File: src/hw/rtl/ii_pkg.sv
// ----------------------------------------------------------------------------
// ii_pkg
// Shared constants, types and helpers for the integral image block.
// ----------------------------------------------------------------------------
package ii_pkg;

  // Default sizes handed to the top level
  localparam int MAX_COLS_DEF     = 1024;
  localparam int MAX_ROWS_DEF     = 1024;
  localparam int SAMPLE_WIDTH_DEF = 16;

  // Datapath widths: row running sum and summed-area value wrap here
  localparam int RUN_W = 26;
  localparam int SUM_W = 36;

  // Configuration port layout
  localparam int CFG_IDX_W  = 2;
  localparam int CFG_DATA_W = 11;

  // Count written to both size registers at reset
  localparam logic [CFG_DATA_W-1:0] RESET_COUNT = 11'd1024;

  // Register indexes
  typedef enum logic [CFG_IDX_W-1:0] {
    REG_COLS = 2'd0,
    REG_ROWS = 2'd1
  } reg_idx_t;

  // Position flags that travel with an item into the merge stage
  typedef struct packed {
    logic row_nz;     // item is below row 0, so the line store is used
    logic frame_end;  // item is the last position of the frame
  } pos_ctl_t;

  // Zero counts as one, anything above the maximum saturates
  function automatic int unsigned clamp_count(logic [CFG_DATA_W-1:0] v,
                                              int unsigned maxv);
    int unsigned r;
    if (v == '0) begin
      r = 1;
    end else if (int'(v) > int'(maxv)) begin
      r = maxv;
    end else begin
      r = int'(v);
    end
    return r;
  endfunction

endpackage

File: src/hw/rtl/ii_scan.sv
// ----------------------------------------------------------------------------
// ii_scan
// Raster position counters, size registers and the row running sum.
// ----------------------------------------------------------------------------
module ii_scan #(
  parameter int MAX_COLS     = ii_pkg::MAX_COLS_DEF,
  parameter int MAX_ROWS     = ii_pkg::MAX_ROWS_DEF,
  parameter int SAMPLE_WIDTH = ii_pkg::SAMPLE_WIDTH_DEF,
  parameter int COL_W        = (MAX_COLS > 1) ? $clog2(MAX_COLS) : 1,
  parameter int RUN_W        = ii_pkg::RUN_W
) (
  input  logic                            clk,
  input  logic                            rst,
  input  logic                            take,
  input  logic signed [SAMPLE_WIDTH-1:0]  sample_value,
  input  logic                            cfg_we,
  input  logic [ii_pkg::CFG_IDX_W-1:0]    cfg_index,
  input  logic [ii_pkg::CFG_DATA_W-1:0]   cfg_data,
  output logic [COL_W-1:0]                col,
  output logic signed [RUN_W-1:0]         run_new,
  output ii_pkg::pos_ctl_t                ctl
);

  localparam int ROW_W = (MAX_ROWS > 1) ? $clog2(MAX_ROWS) : 1;
  localparam int CNT_C = $clog2(MAX_COLS + 1);
  localparam int CNT_R = $clog2(MAX_ROWS + 1);

  logic [CNT_C-1:0]        cols;
  logic [CNT_R-1:0]        rows;
  logic [ROW_W-1:0]        row;
  logic signed [RUN_W-1:0] run_sum;
  logic signed [RUN_W-1:0] x_ext;
  logic                    last_col;
  logic                    last_row;

  // End-of-row / end-of-frame detection
  assign last_col = (CNT_C'(col) + CNT_C'(1)) >= cols;
  assign last_row = (CNT_R'(row) + CNT_R'(1)) >= rows;

  // Running sum restarts at the first column
  assign x_ext   = RUN_W'(sample_value);
  assign run_new = (col == '0) ? x_ext : run_sum + x_ext;

  assign ctl.row_nz    = (row != '0);
  assign ctl.frame_end = last_col && last_row;

  // Size registers and raster position; a register write restarts the frame
  always_ff @(posedge clk) begin
    if (rst) begin
      cols    <= CNT_C'(ii_pkg::clamp_count(ii_pkg::RESET_COUNT, MAX_COLS));
      rows    <= CNT_R'(ii_pkg::clamp_count(ii_pkg::RESET_COUNT, MAX_ROWS));
      col     <= '0;
      row     <= '0;
      run_sum <= '0;
    end else if (cfg_we) begin
      unique case (ii_pkg::reg_idx_t'(cfg_index))
        ii_pkg::REG_COLS: begin
          cols    <= CNT_C'(ii_pkg::clamp_count(cfg_data, MAX_COLS));
          col     <= '0;
          row     <= '0;
          run_sum <= '0;
        end
        ii_pkg::REG_ROWS: begin
          rows    <= CNT_R'(ii_pkg::clamp_count(cfg_data, MAX_ROWS));
          col     <= '0;
          row     <= '0;
          run_sum <= '0;
        end
        default: begin
        end
      endcase
    end else if (take) begin
      run_sum <= run_new;
      if (last_col) begin
        col <= '0;
        row <= last_row ? '0 : row + ROW_W'(1);
      end else begin
        col <= col + COL_W'(1);
      end
    end
  end

  // A frame-end transaction wraps the position to the origin
  a_frame_wrap: assert property (@(posedge clk) disable iff (rst)
    take && !cfg_we && ctl.frame_end |=> col == '0 && row == '0)
    else $error("position did not wrap after frame end");

  // Inside a row the column steps by one
  a_col_step: assert property (@(posedge clk) disable iff (rst)
    take && !cfg_we && !last_col |=> col == $past(col) + COL_W'(1) && row == $past(row))
    else $error("column did not advance by one");

endmodule

File: config.mk
export PLATFORM = sky130hd
export DESIGN_NAME = ii_scan
export DESIGN_NICKNAME = d
export VERILOG_FILES = /design/src/hw/rtl/ii_pkg.sv /design/src/hw/rtl/ii_scan.sv
export SDC_FILE = /design/constraint.sdc
export NUM_CORES = 1
export LEC_CHECK = 0
export ABC_AREA = 1
export ABC_CLOCK_PERIOD_IN_PS = 3200
export BUFFER_PORTS_ARGS = -buffer_cell sky130_fd_sc_hd__buf_2
export CORE_ASPECT_RATIO = 0.7
export CORE_MARGIN = 5
export CORE_UTILIZATION = 50
export CTS_CLUSTER_SIZE = 14
export DETAILED_ROUTE_END_ITERATION = 8
export PLACE_DENSITY = 0.7
export SLEW_MARGIN = 40
export SYNTH_ARGS = -nofsm -noshare
export SYNTH_HDL_FRONTEND = slang
export SYNTH_SLANG_ARGS = --single-unit
File: constraint.sdc
create_clock -name clk -period 3.2 [get_ports clk]
set_input_delay 0.16 -clock clk [delete_from_list [all_inputs] [get_ports clk]]
set_output_delay 0.16 -clock clk [all_outputs]
set_load 0.01 [all_outputs]
==> qor.csv <==
metric,value,unit
drt pass-1 iters,5,
max_slew headroom,67.40,%
final wirelength,16.08,mm
startpoint type of the worst setup path,flop,
CTS Sinks,68,
initial antenna violation count,0,
Mapped Cells,929,
diode count,0,
Tmin final,2.899,ns
Global Route Usage Sum,23.63,%
I/O Buffers,70,
via count,5906,
#FFs+latches synth,68,
via density per instance,5.122,
Mapped Area,0.005784,sq mm
final setup TNS,0,ns
chip width,138.6,um
maxcap violations,0,
HP Class,in2reg,
crit end category,output port,
Lkg Pwr,3.327,nW
Detailed Place HPWL,12.33,mm
RSZ-0062 raised after global routing,true,
"Data required, critical path",3.04,ns
Unique masters post-synth,42,
clock skew,0.01085,ns
Post-DP Area,0.006254,sq mm
fin crit share,90.61,%
largest net degree at the start of global routing,38,
Die H,99.99,um
fin. max-slew vios,0,
Setup Viol. Count Final,0,
root buffer cell,clkbuf_16,
DR iter-0 viols,411,
die area,0.01385,sq mm
GPL Wtd Cong,0.9429,
clock insertion delay at the later pin of the skew report,0.35,ns
Pwr Density,410.7,mW/mm^2
"Reg clk slew, reported paths",0.06,ns
vias in the first global route,5371,
Ys Warns,0,
WS Path Type,reg2out,
worst slew pin tran,0.4883,ns
peak supply drop,253.6,uV
post-route DRC violation count,0,
CTS buffer count,9,
Area Overhead vs Synth,13.93,%
global route overflow,0,
Final #Nets,1080,
Post-CTS Hold Buffers,0,
Critical Path AT,2.74,ns
synthesized net count,1014,
Filler Cell Count,1119,
CTS H-Tree Depth,3,
DR WL/cell,13.94,um
post-route cell area,0.006590,sq mm
clk buf depth,2,
CTS tree,built,
Fin. Hold Viols,0,
sequential fraction of the synthesis area,23.53,%
share of cells above drive strength 1,16.00,%
status,"complete, no violations",
flop2flop setup slack,0.35,ns
fmax,344.9,MHz
FP Rows,32,
Avg Inst Size Synth,6.226,sq um
"Max FO, Critical Path",6,
core area,0.01117,sq mm
# IOs,71,
first-pass GRT wire length,26.88,mm
number of routed nets with antenna violations,0,
Initial Util,51.78,%
repair_timing:
item | 4_1_cts | 5_1_grt
setup buffers | 1 | 1
pin swaps | 1 | 1
setup endpoints to repair | 1 | 11
gates resized for setup | 0 | 2
cell families (layout without fill, tap and decap cells):
| family | count (synthesis) | count (layout) | share of synthesized area (%) |
|---|---|---|---|
| and+or+nand+nor | 479 | 479 | 36.53 |
| xor gates and xnor gates | 24 | 24 | 3.634 |
| buffers and inverters | 162 | 233 | 11.20 |
| AOI/OAI and AO/OA | 144 | 144 | 13.71 |
| adders and majority gates | 52 | 52 | 11.38 |
| DFF | 68 | 68 | 23.53 |
metal layers:
layer	global-route usage (%)	vias up	wire (um)
met5	0	-	0
met4	6.302	0	245
met3	5.238	19	1033
met2	32.65	173	6046
met1	36.44	2611	8752
li1	-	3103	-
critical path: stages (launching register included):
cell     delay, ns
dfxtp_1       0.43
inv_1         0.12
nor3_1        0.23
nand2_1       0.12
nor2_2        0.15
xor2_1        0.27
inv_1         0.08
ha_1          0.27
nand2_1       0.07
nor3_1        0.21
nand4_1       0.11
nand4_1       0.13
nand2_1       0.06
inv_1         0.05
buf_2         0.11
state kept, by name (all words and copies together) (netlist names):
signal,cells
col,10
cols,11
row,10
rows,11
run_sum,26
report_power, final:
group          switching, mW  internal (mW)  total (mW)
clock network          0.444          0.618        1.06
logic                  0.472          0.256       0.728
registers             0.0271          0.890       0.917
total                  0.944           1.76        2.71
Yosys cell counts (all sizes together):
| master | count | area share, % |
|---|---|---|
| a211oi | 2 | 0.26 |
| nand4 | 20 | 2.2 |
| and2 | 4 | 0.43 |
| a21oi | 99 | 9.1 |
| dfxtp | 68 | 24 |
| xnor2 | 10 | 1.5 |
| fa | 1 | 0.35 |
| xor2 | 14 | 2.1 |
| clkbuf | 16 | 1.0 |
| a21boi | 3 | 0.39 |
| or2 | 6 | 0.65 |
| o211ai | 2 | 0.26 |
| a21o | 1 | 0.13 |
| nor2 | 78 | 5.5 |
| o21ai | 34 | 3.1 |
| inv | 135 | 8.8 |
| buf | 8 | 1.1 |
| nor3 | 9 | 1.0 |
| o21bai | 2 | 0.26 |
| o21a | 1 | 0.13 |
| clkinv | 3 | 0.28 |
| nand2 | 297 | 20 |
| nand3 | 53 | 4.8 |
| nor4 | 9 | 1.4 |
| ha | 51 | 11 |
| nand3b | 3 | 0.45 |
path summary, 6_finish.rpt:
kind / from / endpoint / cells after the start
max reg2reg: col[0] / row[0] / 14
min reg2reg: run_sum[24] / run_sum[24] / 2
max: row[0] / ctl[0] / 14
min: cfg_data[7] / rows[7] / 3
layout make-up:
type                    instances  area [sq um]  area share [%]
clock buffers                   9         225.2           3.418
clock inverters                 7         82.58           1.253
inverters                     138         523.0           7.936
multi-input cells             699          3789           57.49
flip-flops and latches         68          1361           20.66
well taps                     153         191.4           2.905
repair buffers                 79         417.9           6.341
stage by stage:
| step | cells | hold WS, ns | power, mW | worst slack (ns) | util [%] |
|---|---|---|---|---|---|
| global placement | 1135 | 0.4562 | 1.643 | 0.3215 | 55.98 |
| detailed placement | 1135 | 0.4636 | 1.648 | 0.3025 | 55.98 |
| floorplan | 929 | 0.2904 | 1.447 | 0.7391 | - |
| global route | 1153 | 0.1052 | 2.863 | -0.003616 | 58.99 |
| finish | 1153 | 0.1087 | 2.707 | 0.3006 | 58.99 |
| CTS | 1152 | 0.1022 | 2.719 | 0.2873 | 58.80 |
cells in the final DEF, fill, tap and decap left out, types with 9 or more instances in the layout:
cell / count
buf_4: 9
ha_1: 51
nand2_2: 20
nand4_1: 20
buf_2: 70
xor2_1: 14
inv_2: 12
xnor2_1: 10
nand3_1: 51
o21ai_0: 28
nand2_1: 277
a21oi_1: 90
nor2_1: 70
inv_1: 123
a21oi_2: 9
clkbuf_16: 9
dfxtp_1: 68
Power figures use the tool's default switching activity.
