==> src/hw/rtl/ii_pkg.sv <==
// ----------------------------------------------------------------------------
// ii_pkg
// Shared constants, types and helpers for the integral image block.
// ----------------------------------------------------------------------------
package ii_pkg;

  // Default sizes handed to the top level
  localparam int MAX_COLS_DEF     = 1024;
  localparam int MAX_ROWS_DEF     = 1024;
  localparam int SAMPLE_WIDTH_DEF = 16;

  // Datapath widths: row running sum and summed-area value wrap here
  localparam int RUN_W = 26;
  localparam int SUM_W = 36;

  // Configuration port layout
  localparam int CFG_IDX_W  = 2;
  localparam int CFG_DATA_W = 11;

  // Count written to both size registers at reset
  localparam logic [CFG_DATA_W-1:0] RESET_COUNT = 11'd1024;

  // Register indexes
  typedef enum logic [CFG_IDX_W-1:0] {
    REG_COLS = 2'd0,
    REG_ROWS = 2'd1
  } reg_idx_t;

  // Position flags that travel with an item into the merge stage
  typedef struct packed {
    logic row_nz;     // item is below row 0, so the line store is used
    logic frame_end;  // item is the last position of the frame
  } pos_ctl_t;

  // Zero counts as one, anything above the maximum saturates
  function automatic int unsigned clamp_count(logic [CFG_DATA_W-1:0] v,
                                              int unsigned maxv);
    int unsigned r;
    if (v == '0) begin
      r = 1;
    end else if (int'(v) > int'(maxv)) begin
      r = maxv;
    end else begin
      r = int'(v);
    end
    return r;
  endfunction

endpackage

==> src/hw/rtl/ii_join.sv <==
// ----------------------------------------------------------------------------
// ii_join
// Adds the line-store value to the running sum, writes it back and
// holds the result in an output register.
// ----------------------------------------------------------------------------
module ii_join #(
  parameter int COL_W = 10,
  parameter int RUN_W = 26,
  parameter int SUM_W = 36
) (
  input  logic                    clk,
  input  logic                    rst,
  input  logic                    take,
  input  logic [COL_W-1:0]        col_in,
  input  logic signed [RUN_W-1:0] run_in,
  input  ii_pkg::pos_ctl_t        ctl_in,
  output logic                    s1_ready,
  input  logic [SUM_W-1:0]        rd_data,
  output logic                    wr_en,
  output logic [COL_W-1:0]        wr_addr,
  output logic [SUM_W-1:0]        wr_data,
  output logic                    out_valid,
  input  logic                    out_ready,
  output logic signed [SUM_W-1:0] area_sum,
  output logic                    frame_end
);

  logic                    s1_valid;
  logic [COL_W-1:0]        s1_col;
  logic signed [RUN_W-1:0] s1_run;
  ii_pkg::pos_ctl_t        s1_ctl;
  logic                    fwd_hit;
  logic [SUM_W-1:0]        fwd_data;
  logic                    out_free;
  logic                    s1_adv;
  logic [SUM_W-1:0]        above;
  logic [SUM_W-1:0]        sum;

  // Handshake between merge stage and output register
  assign out_free = !out_valid || out_ready;
  assign s1_adv   = s1_valid && out_free;
  assign s1_ready = !s1_valid || out_free;

  // Forwarded word covers a read issued while the same entry was written
  assign above = fwd_hit ? fwd_data : rd_data;
  assign sum   = SUM_W'(s1_run) + (s1_ctl.row_nz ? above : '0);

  // Write-back into the line store as the item leaves the stage
  assign wr_en   = s1_adv;
  assign wr_addr = s1_col;
  assign wr_data = sum;

  // Control state
  always_ff @(posedge clk) begin
    if (rst) begin
      s1_valid  <= 1'b0;
      out_valid <= 1'b0;
    end else begin
      if (take) begin
        s1_valid <= 1'b1;
      end else if (s1_adv) begin
        s1_valid <= 1'b0;
      end
      if (s1_adv) begin
        out_valid <= 1'b1;
      end else if (out_ready) begin
        out_valid <= 1'b0;
      end
    end
  end

  // Payload
  always_ff @(posedge clk) begin
    if (take) begin
      s1_col   <= col_in;
      s1_run   <= run_in;
      s1_ctl   <= ctl_in;
      fwd_hit  <= s1_adv && (s1_col == col_in);
      fwd_data <= sum;
    end
    if (s1_adv) begin
      area_sum  <= sum;
      frame_end <= s1_ctl.frame_end;
    end
  end

  // A stalled merge stage keeps its item
  a_s1_hold: assert property (@(posedge clk) disable iff (rst)
    s1_valid && !out_free |=> s1_valid && $stable(s1_col) && $stable(s1_run))
    else $error("merge stage lost its item under stall");

  // The written-back word is the one presented
  a_out_load: assert property (@(posedge clk) disable iff (rst)
    s1_adv |=> out_valid && area_sum == $past(sum))
    else $error("output register does not match written-back sum");

endmodule

==> config.mk <==
export PLATFORM = sky130hd
export DESIGN_NAME = ii_join
export DESIGN_NICKNAME = d
export VERILOG_FILES = /design/src/hw/rtl/ii_pkg.sv /design/src/hw/rtl/ii_join.sv
export SDC_FILE = /design/constraint.sdc
export NUM_CORES = 1
export LEC_CHECK = 0
export ABC_CLOCK_PERIOD_IN_PS = 13200
export BUFFER_PORTS_ARGS = -buffer_cell sky130_fd_sc_hd__buf_2
export CAP_MARGIN = 40
export CORE_ASPECT_RATIO = 1.5
export CORE_MARGIN = 2
export CORE_UTILIZATION = 30
export DETAILED_ROUTE_END_ITERATION = 8
export GPL_ROUTABILITY_DRIVEN = 0
export SYNTH_ARGS = -nofsm -noshare
export SYNTH_HDL_FRONTEND = slang
export SYNTH_SLANG_ARGS = --single-unit
==> constraint.sdc <==
create_clock -name clk -period 13.2 [get_ports clk]
set_clock_uncertainty 0.15 [all_clocks]
set_input_delay 2.64 -clock clk [delete_from_list [all_inputs] [get_ports clk]]
set_output_delay 2.64 -clock clk [all_outputs]
set_load 0.02 [all_outputs]
==> results.rst <==
.. list-table::
   :header-rows: 1

   * - Metric
     - Value
   * - Slew margin rel.
     - 0.630
   * - TritonCTS clock tree
     - built
   * - Unrepaired setup endpoints after global routing
     - false
   * - Gate power share
     - 0.270
   * - Die boundary width
     - 122 um
   * - Crit start category
     - primary input
   * - Main area contributors after synthesis
     - edfxtp_1, ha_1, mux2i_1
   * - Top flip-flop cell by instance count after synthesis
     - edfxtp_1
   * - Arrival time of data at the critical path endpoint
     - 5.58 ns
   * - Share of cells above drive strength 1
     - 0.324
   * - Global Route Usage Sum
     - 0.146
   * - CTS Hold Buffers Added
     - 0
   * - Share of the synthesized area in the top cell type
     - 0.534
   * - P&R area growth vs syn
     - 27.8%
   * - Part of the power in registers
     - 0.353
   * - Most used cell, CP
     - buf_2
   * - Syn Nets
     - 619
   * - Avg Synthesized Cell Area
     - 12.5 um2
   * - Power consumption
     - 1.36 mW
   * - Pin count of the biggest net entering global routing
     - 49
   * - Slew at the pin closest to its max-slew limit
     - 0.556 ns
   * - Data required time at the worst endpoint
     - 10.41 ns
   * - Worst Slack Setup Final
     - 4.83 ns
   * - Number of warnings reported in the yosys synthesis log
     - 0
   * - Final sum of negative setup slack
     - 0 ns
   * - Share of flip-flops with an asynchronous set or reset
     - 0
   * - I/O Pins
     - 164
   * - Final setup vio count
     - 0
   * - Post-route worst hold slack
     - 0.270 ns
   * - Buf+Inv Stages, Crit Path
     - 2
   * - Wirelength, routed
     - 15700 um
   * - Worst Path Class, Setup
     - in -> out
   * - IO buf count
     - 163
   * - Syn Std Cell Area
     - 6300 um2
   * - Count of different cell masters after synthesis
     - 66
   * - Crit-path cells
     - buf_2 > mux2i_1 > nor2b_1 > ha_1 > nand4_1 > nor3_1 > nand2_1 > a21oi_2 > o311ai_4 > o41ai_1 > a21oi_1 > xnor2_1 > buf_2
   * - Clock power frac
     - 0.376
   * - DRC violation count after routing
     - 0
   * - First-pass GRT wire length
     - 24500 um
   * - Pwr Density
     - 169 nW/um2
   * - Crit end category
     - output pin
   * - Cell type with the largest total area after synthesis
     - edfxtp_1
   * - Drt wl/cell
     - 16.6 um
   * - Final number of max-transition violations
     - 0
   * - Switch share
     - 0.304
   * - Total number of H-tree levels
     - 4
   * - Count leader, synth
     - edfxtp_1
   * - Clock buffers created by TritonCTS
     - 17
   * - Critical path's largest stage delay
     - 0.47 ns
   * - Result of the run
     - finished, final reports clean
   * - Tcrit/Tclk final
     - 0.634
   * - Placeable core area
     - 20500 um2
   * - Leakage power figure
     - 3.36 nW
   * - Cell count after placement
     - 912
   * - Switching Power
     - 0.414 mW
   * - DRT iter0 DRCs
     - 134
   * - Count of placed standard cells in the final layout, fillers left out
     - 945
   * - List of most frequent post-synthesis cells
     - edfxtp_1, nor2b_1, ha_1, mux2i_1, a21oi_1
   * - Filler Cell Count
     - 2097
   * - Min Tclk post-route
     - 8.37 ns
   * - Row cnt
     - 64
   * - Starting density of the core
     - 0.307
   * - Max Freq
     - 0.120 GHz
   * - Vertical extent of the die
     - 181 um
   * - VDD IR max
     - 0.0906 mV
   * - Die Area
     - 22200 um2
   * - Clock-pin slew on the worst setup and hold paths
     - 0.05 ns
   * - Classification of the worst-slack hold path
     - reg -> reg
   * - Cells after Synth
     - 505
   * - Share of synthesized area occupied by flip-flops and latches
     - 0.540
   * - HPWL after detailed placement
     - 11700 um
   * - Clock Root Buffer
     - clkbuf_16
   * - Setup bufs post-CTS
     - 0
   * - Latest clock arrival within the worst-skew pair
     - 0.42 ns
   * - TritonCTS Sinks
     - 114
   * - Via/cell ratio
     - 4.77
   * - Internal Pwr Total
     - 0.949 mW
   * - Global route overflow
     - 0
   * - Total via count in the routed design
     - 4506
   * - Cell family with the largest share of critical-path delay
     - compound AO/OA/AOI/OAI gates
   * - Number of antenna violations at the first check in global routing
     - 2
   * - Maximum clock path buffer count
     - 2
   * - Via count of the first global-routing pass
     - 4597
   * - Number of nets in the layout
     - 781
   * - Worst slack, placed
     - 4.84 ns
   * - Top fanout value on the critical path
     - 10
   * - Resized cells post-CTS
     - 0
   * - TritonRoute pass-1 iters
     - 4
   * - Max Cap Violations
     - 0
   * - CP max stage cell
     - o41ai_1
   * - Number of enable flip-flop cells after synthesis
     - 112
   * - Antenna-violating nets left
     - 0
   * - Final Hold Vio Count
     - 0
   * - Synthesis-stage register bit count
     - 114
[state kept, by name, summed over array words and instances, names as in the netlist]
signal     count
area_sum      36
frame_end      1
fwd_data      36
fwd_hit        1
out_valid      1
s1_ctl         2
s1_run        26
s1_valid       1
wr_addr       10
[stage by stage]
stage               area [um2]  utilization
floorplan                 6300            -
global placement          7340        0.358
detailed placement        7400        0.361
CTS                       8050        0.392
global route              8050        0.393
finish                    8050        0.393
[power groups by stage]
stage               clock network [mW]  logic, mW  registers, mW
floorplan                            0      0.234          0.508
global placement                     0      0.367          0.489
detailed placement                   0      0.372          0.489
CTS                              0.527      0.374          0.482
global route                     0.542      0.404          0.487
finish                           0.513      0.368          0.481
[cell usage in the layout (no fill, tap or decap), types with 17 or more instances in the layout]
cell type,n
mux2i_1,35
a21oi_1,34
edfxtp_1,112
clkbuf_16,17
nand2_1,29
nor2_1,22
nor2b_1,37
buf_2,162
xnor2_1,29
ha_1,35
[cell families (layout without fill, tap and decap cells)]
group                      Yosys count  in the layout  synth area share
adders and majority gates           36             36            0.0727
other                                0              1                 0
muxes                               36             36            0.0574
DFF                                114            114             0.540
and+or+nand+nor                    130            130             0.108
xor gates and xnor gates            44             44            0.0612
AOI/OAI and AO/OA                  110            110             0.134
buffers and inverters               35            210            0.0268
[area by class of cell]
cell class / instances / area (um2) / area share
repair buffers: 168 / 896 / 0.111
clock buffers: 18 / 429 / 0.0533
multi-input cells: 356 / 2730 / 0.340
flip-flops and latches: 114 / 3400 / 0.423
inverters: 10 / 37.5 / 0.00466
diodes: 1 / 2.50 / 0.000311
clock inverters: 14 / 216 / 0.0269
well taps: 264 / 330 / 0.0410
[routing by layer]
metal | part of all wire | vias to the layer above | track usage | routed length (um)
li1 | - | 2224 | - | -
met1 | 0.39 | 2132 | 0.164 | 6150
met2 | 0.53 | 129 | 0.255 | 8380
met3 | 0.057 | 19 | 0.0437 | 897
met4 | 0.016 | 2 | 0.0566 | 246
met5 | 0.00070 | - | 0 | 11
[worst reg2reg max path, delay by kind of cell, from the launching register on]
family	cells	cell delay [ns]
muxes	1	0.24
and+or+nand+nor	1	0.07
adders and majority gates	2	0.62
xor gates and xnor gates	1	0.14
AOI/OAI and AO/OA	7	1.59
DFF	1	0.52
buffers and inverters	1	0.41
[final timing paths]
path | cells past startpoint | slack, ns | end | from
min | 0 | 0.27 | frame_end$_DFFE_PP_ | s1_ctl[0]$_DFFE_PP_
max reg2reg | 13 | 9.19 | fwd_data[28]$_DFFE_PP_ | fwd_hit$_DFFE_PP_
min reg2reg | 0 | 0.27 | frame_end$_DFFE_PP_ | s1_ctl[0]$_DFFE_PP_
max | 13 | 4.83 | wr_data[35] | rd_data[16]
(Power assumes the default switching activity.)
